**config.mk**
```make
export PLATFORM = sky130hd
export DESIGN_NAME = edge_timed_dpll_nrzi_receiver
export DESIGN_NICKNAME = d
export VERILOG_FILES = /design/src/hdl/etdnr_pkg.sv /design/src/hdl/etdnr_ctrl.sv /design/src/hdl/etdnr_dp.sv /design/src/hdl/edge_timed_dpll_nrzi_receiver.sv
export SDC_FILE = /design/constraint.sdc
export NUM_CORES = 2
export LEC_CHECK = 0
export ABC_CLOCK_PERIOD_IN_PS = 12400
export BUFFER_PORTS_ARGS = -buffer_cell sky130_fd_sc_hd__buf_2
export CORE_MARGIN = 2
export CORE_UTILIZATION = 40
export CTS_CLUSTER_DIAMETER = 30
export DETAILED_ROUTE_END_ITERATION = 6
export PLACE_DENSITY = 0.66
export SLEW_MARGIN = 40
export SYNTH_ARGS = -nofsm -noshare
export SYNTH_HDL_FRONTEND = slang
export SYNTH_SLANG_ARGS = --single-unit
```
**constraint.sdc**
```tcl
create_clock -name clk -period 12.4 [get_ports clk]
set_clock_uncertainty 0.2 [all_clocks]
set_input_delay 1.24 -clock clk [delete_from_list [all_inputs] [get_ports clk]]
set_output_delay 1.24 -clock clk [all_outputs]
set_load 0.02 [all_outputs]
```
**src/hdl/etdnr_pkg.sv**
```systemverilog
// Shared constants and controller/datapath interface types for the NRZI DPLL receiver.
`default_nettype none
package etdnr_pkg;

	// Microsecond clock wraps once a second
	localparam int unsigned USEC_WRAP  = 1000000;
	localparam int unsigned USEC_HALF  = 500000;

	// Field and register widths
	localparam int unsigned TS_W       = 20;
	localparam int unsigned PERIOD_W   = 12;
	localparam int unsigned WORD_W     = 16;
	localparam int unsigned SHIFT_W    = WORD_W + 1;
	localparam int unsigned VOTE_W     = 16;
	localparam int unsigned TD_W       = 22;
	localparam int unsigned CFG_IDX_W  = 2;

	// Reset values and vote constants
	localparam int unsigned PERIOD_RESET = 833;
	localparam int unsigned VOTE_WINDOW  = 120;
	localparam int          VOTE_SEED    = 2;
	localparam int          VOTE_LATE    = 4;

	// Configuration register indexes
	localparam logic [CFG_IDX_W-1:0] REG_BIT_PERIOD    = 2'd0;
	localparam logic [CFG_IDX_W-1:0] REG_SOFT_CARRIER  = 2'd1;

	localparam int unsigned MAX_WORDS_DEFAULT = 63;

	// Commands from the controller to the datapath
	typedef struct packed {
		logic capture;      // latch a new event, compute raw phase error
		logic fold;         // bring phase error into half-second window
		logic step;         // advance one bit period
		logic vote;         // rotate vote windows if countdown expired
		logic trans;        // apply level-change nudge and vote
		logic rd_issue;     // read next buffered word
		logic load_word;    // push buffered word into output register
		logic load_status;  // push status request into output register
	} etdnr_cmd_t;

	// Status from the datapath to the controller
	typedef struct packed {
		logic fold_needed;
		logic step_needed;
		logic more_words;
		logic out_free;
	} etdnr_stat_t;

endpackage
`default_nettype wire

```
**src/hdl/etdnr_ctrl.sv**
```systemverilog
// Sequencer for the NRZI DPLL receiver: fold, per-period loop, vote, transition, unload.
`default_nettype none
module etdnr_ctrl (
	input  wire logic                 clk,
	input  wire logic                 arst_n,
	input  wire logic                 in_valid,
	output logic                      in_ready,
	input  wire etdnr_pkg::etdnr_stat_t stat,
	output etdnr_pkg::etdnr_cmd_t     cmd
);
	import etdnr_pkg::*;

	localparam logic [2:0] ST_IDLE = 3'd0;
	localparam logic [2:0] ST_FOLD = 3'd1;
	localparam logic [2:0] ST_LOOP = 3'd2;
	localparam logic [2:0] ST_VOTE = 3'd3;
	localparam logic [2:0] ST_TRAN = 3'd4;
	localparam logic [2:0] ST_RD   = 3'd5;
	localparam logic [2:0] ST_LOAD = 3'd6;
	localparam logic [2:0] ST_STAT = 3'd7;

	logic [2:0] state_q;
	logic [2:0] state_d;

	assign in_ready = (state_q == ST_IDLE);

	// Next state and commands
	always_comb begin
		state_d = state_q;
		cmd     = '0;
		unique case (state_q)
			ST_IDLE: begin
				if (in_valid) begin
					cmd.capture = 1'b1;
					state_d     = ST_FOLD;
				end
			end
			ST_FOLD: begin
				if (stat.fold_needed) cmd.fold = 1'b1;
				else state_d = ST_LOOP;
			end
			ST_LOOP: begin
				if (stat.step_needed) cmd.step = 1'b1;
				else state_d = ST_VOTE;
			end
			ST_VOTE: begin
				cmd.vote = 1'b1;
				state_d  = ST_TRAN;
			end
			ST_TRAN: begin
				cmd.trans = 1'b1;
				state_d   = ST_RD;
			end
			ST_RD: begin
				if (stat.more_words) begin
					cmd.rd_issue = 1'b1;
					state_d      = ST_LOAD;
				end else begin
					state_d = ST_STAT;
				end
			end
			ST_LOAD: begin
				if (stat.out_free) begin
					cmd.load_word = 1'b1;
					state_d       = ST_RD;
				end
			end
			ST_STAT: begin
				if (stat.out_free) begin
					cmd.load_status = 1'b1;
					state_d         = ST_IDLE;
				end
			end
			default: state_d = ST_IDLE;
		endcase
	end

	always_ff @(posedge clk or negedge arst_n) begin
		if (!arst_n) state_q <= ST_IDLE;
		else state_q <= state_d;
	end

endmodule
`default_nettype wire

```
**src/hdl/etdnr_dp.sv**
```systemverilog
// Datapath: phase error, bit clock phase, sentinel shifter, vote windows, word buffer, output register.
`default_nettype none
module etdnr_dp #(
	parameter int unsigned MAX_WORDS = etdnr_pkg::MAX_WORDS_DEFAULT
) (
	input  wire logic                                 clk,
	input  wire logic                                 arst_n,
	input  wire etdnr_pkg::etdnr_cmd_t                cmd,
	output etdnr_pkg::etdnr_stat_t                    stat,
	input  wire logic [etdnr_pkg::PERIOD_W-1:0]       bit_period,
	input  wire logic                                 soft_enable,
	input  wire logic [etdnr_pkg::TS_W-1:0]           timestamp_us,
	input  wire logic                                 line_level,
	output logic                                      out_valid,
	input  wire logic                                 out_ready,
	output logic [etdnr_pkg::WORD_W-1:0]              received_word,
	output logic                                      word_valid,
	output logic                                      carrier,
	output logic                                      overrun,
	output logic                                      last
);
	import etdnr_pkg::*;

	localparam int unsigned AW = (MAX_WORDS > 1) ? $clog2(MAX_WORDS) : 1;
	localparam int unsigned CW = $clog2(MAX_WORDS + 1);

	// Working registers
	logic signed [TD_W-1:0]   td_q;
	logic                     lvl_q;
	logic [TS_W-1:0]          phase_q;
	logic [SHIFT_W-1:0]       shifter_q;
	logic                     prev_level_q;
	logic signed [VOTE_W-1:0] countdown_q;
	logic signed [VOTE_W-1:0] vote_cur_q;
	logic signed [VOTE_W-1:0] vote_prev_q;
	logic signed [VOTE_W-1:0] vote_old_q;
	logic                     carrier_q;
	logic [CW-1:0]            n_q;
	logic [CW-1:0]            rp_q;
	logic                     ovr_q;
	logic [WORD_W-1:0]        rd_data_q;
	logic [WORD_W-1:0]        word_mem [MAX_WORDS];

	// Output register
	logic                     out_valid_q;
	logic [WORD_W-1:0]        word_q;
	logic                     word_valid_q;
	logic                     carrier_out_q;
	logic                     overrun_q;
	logic                     last_q;

	// Effective period and its fractions
	logic [PERIOD_W-1:0]      per;
	logic signed [TD_W-1:0]   per_s, b2_s, b4_s;
	logic [PERIOD_W-1:0]      b8;
	assign per   = (bit_period == '0) ? PERIOD_W'(1) : bit_period;
	assign per_s = TD_W'(per);
	assign b2_s  = TD_W'(per >> 1);
	assign b4_s  = TD_W'(per >> 2);
	assign b8    = per >> 3;

	// Raw phase error of a new event
	logic signed [TD_W-1:0] td_raw;
	assign td_raw = TD_W'(USEC_WRAP) + TD_W'(timestamp_us) - TD_W'(phase_q);

	// Phase advanced by one period, modulo one second
	logic [TS_W:0] ph_step_sum;
	logic [TS_W-1:0] ph_step;
	assign ph_step_sum = {1'b0, phase_q} + (TS_W+1)'(per);
	assign ph_step = (ph_step_sum >= (TS_W+1)'(USEC_WRAP))
		? TS_W'(ph_step_sum - (TS_W+1)'(USEC_WRAP)) : TS_W'(ph_step_sum);

	// Phase nudged by an eighth period either way
	logic [TS_W:0]   ph_late_sum;
	logic [TS_W-1:0] ph_nudge;
	assign ph_late_sum = {1'b0, phase_q} + (TS_W+1)'(b8);
	always_comb begin
		if (td_q > 0) begin
			ph_nudge = (ph_late_sum >= (TS_W+1)'(USEC_WRAP))
				? TS_W'(ph_late_sum - (TS_W+1)'(USEC_WRAP)) : TS_W'(ph_late_sum);
		end else if (phase_q < TS_W'(b8)) begin
			ph_nudge = TS_W'((TS_W+1)'(phase_q) + (TS_W+1)'(USEC_WRAP) - (TS_W+1)'(b8));
		end else begin
			ph_nudge = phase_q - TS_W'(b8);
		end
	end

	// Transition timing vote, saturated
	logic signed [TD_W-1:0]     td_mag;
	logic signed [VOTE_W:0]     vote_wide;
	logic signed [VOTE_W-1:0]   vote_next;
	assign td_mag = (td_q < 0) ? -td_q : td_q;
	always_comb begin
		if (td_mag > b4_s) vote_wide = (VOTE_W+1)'(vote_cur_q) + (VOTE_W+1)'(VOTE_LATE);
		else vote_wide = (VOTE_W+1)'(vote_cur_q) - (VOTE_W+1)'(1);
		if (vote_wide > (VOTE_W+1)'(32767)) vote_next = VOTE_W'(32767);
		else if (vote_wide < -(VOTE_W+1)'(32768)) vote_next = VOTE_W'(-32768);
		else vote_next = VOTE_W'(vote_wide);
	end

	// Three-window sum
	logic signed [VOTE_W+1:0] vote_sum;
	assign vote_sum = (VOTE_W+2)'(vote_cur_q) + (VOTE_W+2)'(vote_prev_q)
		+ (VOTE_W+2)'(vote_old_q);

	logic word_room;
	assign word_room = (n_q < CW'(MAX_WORDS));

	// Status
	assign stat.fold_needed = (td_q >= $signed(TD_W'(USEC_HALF)));
	assign stat.step_needed = (td_q >= b2_s);
	assign stat.more_words  = (rp_q < n_q);
	assign stat.out_free    = !out_valid_q || out_ready;

	// Event payload and phase error
	always_ff @(posedge clk) begin
		if (cmd.capture) begin
			td_q  <= td_raw;
			lvl_q <= line_level;
		end else if (cmd.fold) begin
			td_q <= td_q - TD_W'(USEC_WRAP);
		end else if (cmd.step) begin
			td_q <= td_q - per_s;
		end
	end

	// Bit clock phase, shifter and level
	always_ff @(posedge clk or negedge arst_n) begin
		if (!arst_n) begin
			phase_q      <= '0;
			shifter_q    <= '0;
			prev_level_q <= 1'b0;
		end else if (cmd.step) begin
			phase_q <= ph_step;
			if (shifter_q[0]) shifter_q <= SHIFT_W'(1) << (SHIFT_W - 2);
			else shifter_q <= shifter_q >> 1;
		end else if (cmd.trans && (prev_level_q != lvl_q)) begin
			phase_q      <= ph_nudge;
			shifter_q    <= shifter_q | (SHIFT_W'(1) << (SHIFT_W - 1));
			prev_level_q <= lvl_q;
		end
	end

	// Vote countdown, windows and carrier flag
	always_ff @(posedge clk or negedge arst_n) begin
		if (!arst_n) begin
			countdown_q <= '0;
			vote_cur_q  <= '0;
			vote_prev_q <= '0;
			vote_old_q  <= '0;
			carrier_q   <= 1'b0;
		end else if (cmd.step) begin
			if (countdown_q != VOTE_W'(-32768)) countdown_q <= countdown_q - VOTE_W'(1);
		end else if (cmd.vote) begin
			if (countdown_q <= 0) begin
				if (soft_enable) carrier_q <= (vote_sum < 0);
				vote_old_q  <= vote_prev_q;
				vote_prev_q <= vote_cur_q;
				vote_cur_q  <= VOTE_W'(VOTE_SEED);
				countdown_q <= countdown_q + VOTE_W'(VOTE_WINDOW);
			end
		end else if (cmd.trans && (prev_level_q != lvl_q)) begin
			vote_cur_q <= vote_next;
		end
	end

	// Word count, read pointer and overrun
	always_ff @(posedge clk or negedge arst_n) begin
		if (!arst_n) begin
			n_q   <= '0;
			rp_q  <= '0;
			ovr_q <= 1'b0;
		end else if (cmd.capture) begin
			n_q   <= '0;
			rp_q  <= '0;
			ovr_q <= 1'b0;
		end else if (cmd.step && shifter_q[0]) begin
			if (word_room) n_q <= n_q + CW'(1);
			else ovr_q <= 1'b1;
		end else if (cmd.load_word) begin
			rp_q <= rp_q + CW'(1);
		end
	end

	// Word buffer
	always_ff @(posedge clk) begin
		if (cmd.step && shifter_q[0] && word_room) begin
			word_mem[n_q[AW-1:0]] <= ~shifter_q[SHIFT_W-1:1];
		end
		if (cmd.rd_issue) rd_data_q <= word_mem[rp_q[AW-1:0]];
	end

	// Output register valid
	always_ff @(posedge clk or negedge arst_n) begin
		if (!arst_n) out_valid_q <= 1'b0;
		else if (cmd.load_word || cmd.load_status) out_valid_q <= 1'b1;
		else if (out_ready) out_valid_q <= 1'b0;
	end

	// Output register payload
	always_ff @(posedge clk) begin
		if (cmd.load_word) begin
			word_q        <= rd_data_q;
			word_valid_q  <= 1'b1;
			carrier_out_q <= carrier_q;
			overrun_q     <= 1'b0;
			last_q        <= 1'b0;
		end else if (cmd.load_status) begin
			word_q        <= '0;
			word_valid_q  <= 1'b0;
			carrier_out_q <= carrier_q;
			overrun_q     <= ovr_q;
			last_q        <= 1'b1;
		end
	end

	assign out_valid     = out_valid_q;
	assign received_word = word_q;
	assign word_valid    = word_valid_q;
	assign carrier       = carrier_out_q;
	assign overrun       = overrun_q;
	assign last          = last_q;

endmodule
`default_nettype wire

```
**src/hdl/edge_timed_dpll_nrzi_receiver.sv**
```systemverilog
// The per-period loop advances one bit period per cycle; the word buffer is read once per word.
// One event at a time: the next is taken once its status request is in the output register.
// Reset (arst_n, asynchronous): phase, shifter, level, votes and carrier clear; bit period 833,
// soft carrier enabled; no clearing pass.
`default_nettype none
module edge_timed_dpll_nrzi_receiver #(
	parameter int unsigned MAX_WORDS_PER_EVENT = etdnr_pkg::MAX_WORDS_DEFAULT
) (
	input  wire logic                                clk,
	input  wire logic                                arst_n,
	input  wire logic                                cfg_wen,
	input  wire logic [etdnr_pkg::CFG_IDX_W-1:0]     cfg_index,
	input  wire logic [etdnr_pkg::PERIOD_W-1:0]      cfg_data,
	input  wire logic                                in_valid,
	output logic                                     in_ready,
	input  wire logic [etdnr_pkg::TS_W-1:0]          timestamp_us,
	input  wire logic                                line_level,
	output logic                                     out_valid,
	input  wire logic                                out_ready,
	output logic [etdnr_pkg::WORD_W-1:0]             received_word,
	output logic                                     word_valid,
	output logic                                     carrier,
	output logic                                     overrun,
	output logic                                     last
);
	import etdnr_pkg::*;

	logic [PERIOD_W-1:0] bit_period_q;
	logic                soft_enable_q;
	etdnr_cmd_t          cmd;
	etdnr_stat_t         stat;

	// Configuration registers
	always_ff @(posedge clk or negedge arst_n) begin
		if (!arst_n) begin
			bit_period_q  <= PERIOD_W'(PERIOD_RESET);
			soft_enable_q <= 1'b1;
		end else if (cfg_wen) begin
			if (cfg_index == REG_BIT_PERIOD) bit_period_q <= cfg_data;
			else if (cfg_index == REG_SOFT_CARRIER) soft_enable_q <= cfg_data[0];
		end
	end

	etdnr_ctrl u_ctrl (
		.clk      (clk),
		.arst_n   (arst_n),
		.in_valid (in_valid),
		.in_ready (in_ready),
		.stat     (stat),
		.cmd      (cmd)
	);

	etdnr_dp #(
		.MAX_WORDS (MAX_WORDS_PER_EVENT)
	) u_dp (
		.clk           (clk),
		.arst_n        (arst_n),
		.cmd           (cmd),
		.stat          (stat),
		.bit_period    (bit_period_q),
		.soft_enable   (soft_enable_q),
		.timestamp_us  (timestamp_us),
		.line_level    (line_level),
		.out_valid     (out_valid),
		.out_ready     (out_ready),
		.received_word (received_word),
		.word_valid    (word_valid),
		.carrier       (carrier),
		.overrun       (overrun),
		.last          (last)
	);

endmodule
`default_nettype wire
```
==> flow_metrics.py <==
metrics = {
    "timing": {
        "fin_crit_sh_pct": 46.4,
        "rsz0062_at_grt": "no",
        "max-slew-margin-rel_pct": 42.7,
        "slew_violations": 0,
        "timing.fmax_ghz": 0.174,
        "fin_crit_ns": 5.75,
        "setup_violations": 0,
        "fin_ws_ns": 6.65,
        "finalHoldViolCount": 0,
        "tightest_slew_ns": 0.859,
        "timing.setup.tns_ns": 0,
    },
    "critical_path": {
        "path_max_fanout": 7,
        "crit_path_start_kind": "register",
        "cp-end-kind": "register",
        "crit_type": "register to register",
        "arrival_ns": 6.20,
        "required_ns": 12.85,
    },
    "grt": {
        "grt_usage_pct": 20.2,
        "grt_pass1_vias": 32700,
        "antenna_found_initial": 4,
        "grt_pass1_wl_um": 212000,
        "grt_max_degree": 97,
        "overflow": 0,
    },
    "floorplan": {
        "initial_utilization_pct": 40.4,
        "die_w_um": 374,
        "num_rows": 135,
        "die_h_um": 374,
        "core_area_um2": 136000,
        "die-area_um2": 140000,
        "ios": 62,
    },
    "flow_run": {
        "maxCapViolations": 0,
    },
    "power": {
        "pwr-share-seq_pct": 33.9,
        "power_density_nw_per_um2": 229,
        "netSwitchingPower_mw": 4.74,
        "p_leak_nw": 24.9,
        "p_comb_share_pct": 25.0,
        "intPower_mw": 10.3,
        "switching_share_pct": 31.6,
        "clkPwrFrac_pct": 41.0,
        "ir_worst_vdd_mv": 0.148,
    },
    "clock_network": {
        "cts_tree": "done",
        "htree_levels": 4,
        "clock-sinks": 1200,
        "cts_root_buffer": "clkbuf_16",
        "post_cts_buffers": 0,
        "cts-buffers-inserted": 223,
        "clock_latency_ns": 0.83,
        "clk_pin_slew_ns": 0.04,
        "cts-resized-gates": 0,
        "cts.path.max_buffers": 3,
        "cts_hold_buf": 0,
    },
    "outcome": {
        "outcome": "finished clean",
    },
    "route": {
        "route.vias.total": 32500,
        "drt_iter0_markers": 3443,
        "drc": 0,
        "detail_route.wl_per_cell_um": 25.1,
        "vias_per_cell": 5.78,
        "ant_nets": 0,
        "firstDrtPassIters": 5,
        "drt-total-wl_um": 141000,
    },
    "synth": {
        "syn_area_um2": 54900,
        "synthCells": 3441,
        "yosysWarnings": 0,
        "synthFlopType": "edfxtp_1",
        "syn_avg_cell_area_um2": 15.9,
        "synth_nets": 3654,
        "ys_seq_elements": 1200,
        "yosysSeqAreaShare_pct": 64.4,
        "synth_cell_type_count": 91,
        "async_flop_share_pct": 11.1,
        "synth_edf_count": 1064,
    },
    "placement": {
        "place_congestion": 0.901,
        "port_buffers": 61,
        "dp_hpwl_um": 84200,
        "place_ws_ns": 6.80,
    },
    "cells_and_area": {
        "regArea_um2": 35400,
        "nets": 3862,
        "layout_common_cells": "edfxtp_1 (1064), mux4_2 (310), clkbuf_16 (226)",
        "area_delta_synth_final_pct": 19.3,
        "fill_cells": 11200,
        "multi_input_area_um2": 18500,
        "final_common_cell": "edfxtp_1",
        "layout-drive-gt1-share_pct": 24.3,
    },
    "hold_path": {
        "hold_path_class": "register to register",
    },
}
==> cell usage after synthesis, drive strengths merged (31+ instances only) <==
cell type / number / area [um^2]
dfrtp: 128 / 3200
inv: 115 / 432
mux2: 38 / 428
nor2: 195 / 732
clkbuf: 135 / 507
nor3: 69 / 350
xor2: 35 / 314
nor2b: 31 / 194
mux2i: 39 / 394
o21ai: 133 / 666
nand3: 64 / 320
edfxtp: 1064 / 32000
nand2: 181 / 679
buf: 35 / 148
a21oi: 103 / 523
a21o: 36 / 278
ha: 146 / 1830
xnor2: 94 / 823
mux4: 310 / 6980
==> state kept, by name, indices dropped and copies added (netlist names), 3 cells and up <==
register,cells
bit_period_q,12
u_ctrl.state_q,3
u_dp.countdown_q,16
u_dp.n_q,6
u_dp.phase_q,20
u_dp.rd_data_q,16
u_dp.received_word,16
u_dp.rp_q,6
u_dp.shifter_q,17
u_dp.td_q,22
u_dp.vote_cur_q,16
u_dp.vote_old_q,16
u_dp.vote_prev_q,16
u_dp.word_mem,1008
==> per-stage QoR <==
step                utilization (%)  std cells  total power [mW]  instance area, um^2  hold WS (ns)
global placement               42.3       5201              8.82                57500         0.226
global route                   48.2       5623              15.7                65500         0.260
CTS                            48.1       5620              15.0                65400         0.242
floorplan                         -       3441              7.75                54900         0.225
finish                         48.2       5624              15.0                65500         0.238
detailed placement             42.4       5202              8.85                57600         0.236
==> critical path: stages (launching register included) <==
cell and delay, ns:
dfstp_2 0.59, nor3_1 0.09, a31o_2 0.27, ha_1 0.22, a211oi_1 0.33, o21ai_0 0.20, a21oi_1 0.52, xnor2_1 0.20
inv_1 0.14, ha_1 0.17, nand3_1 0.07, or3_1 0.38, a211oi_1 0.31, a211oi_1 0.12, a221oi_1 0.71, nor2_1 0.25
a211oi_1 0.53, nor2_1 0.08, a22o_1 0.23
==> power by group through the flow <==
stage / combinational (mW) / sequential, mW / clock (mW)
after detailed placement: 3.69 / 5.15 / 0
after floorplan: 2.82 / 4.93 / 0
after CTS: 3.72 / 5.08 / 6.21
after global placement: 3.67 / 5.15 / 0
after global routing: 4.11 / 5.12 / 6.42
final: 3.76 / 5.09 / 6.15
==> final timing paths <==
check / startpoint / to / slack, ns / cells after the start
max reg2reg: bit_period_q[9] / u_dp.phase_q[19] / 6.65 / 18
min in group asynchronous: arst_n / bit_period_q[7] / 0.31 / 1
min: u_dp.overrun / u_dp.overrun / 0.24 / 2
min reg2reg: u_dp.overrun / u_dp.overrun / 0.24 / 2
max: bit_period_q[9] / u_dp.phase_q[19] / 6.65 / 18
max in group asynchronous: arst_n / u_dp.rp_q[3] / 10.51 / 2
==> area by class of cell <==
cell class	instances	share of cell area [%]
repair buffers	153	1.68
diodes	1	0.00382
well taps	1781	3.40
clock buffers	272	9.10
clock inverters	146	2.82
inverters	119	0.744
multi-input cells	1952	28.2
flip-flops and latches	1200	54.0
==> layer usage <==
metal / routed length, um / vias to the layer above / track usage (%)
li1: - / 14100 / -
met1: 59500 / 16800 / 27.5
met2: 67500 / 1339 / 32.4
met3: 10300 / 255 / 4.17
met4: 4140 / 2 / 6.87
met5: 13 / - / 0
==> cells by family after synthesis <==
| group | Yosys count | synth area share [%] |
|---|---|---|
| multiplexers | 387 | 14.2 |
| adder cells (fa/ha/maj) | 174 | 4.33 |
| AND/OR/NAND/NOR | 730 | 6.46 |
| XOR/XNOR | 129 | 2.07 |
| flip-flops | 1200 | 64.4 |
| buffers and inverters | 289 | 2.01 |
| AO/OA/AOI/OAI | 532 | 6.48 |
(Power assumes the default switching activity.)
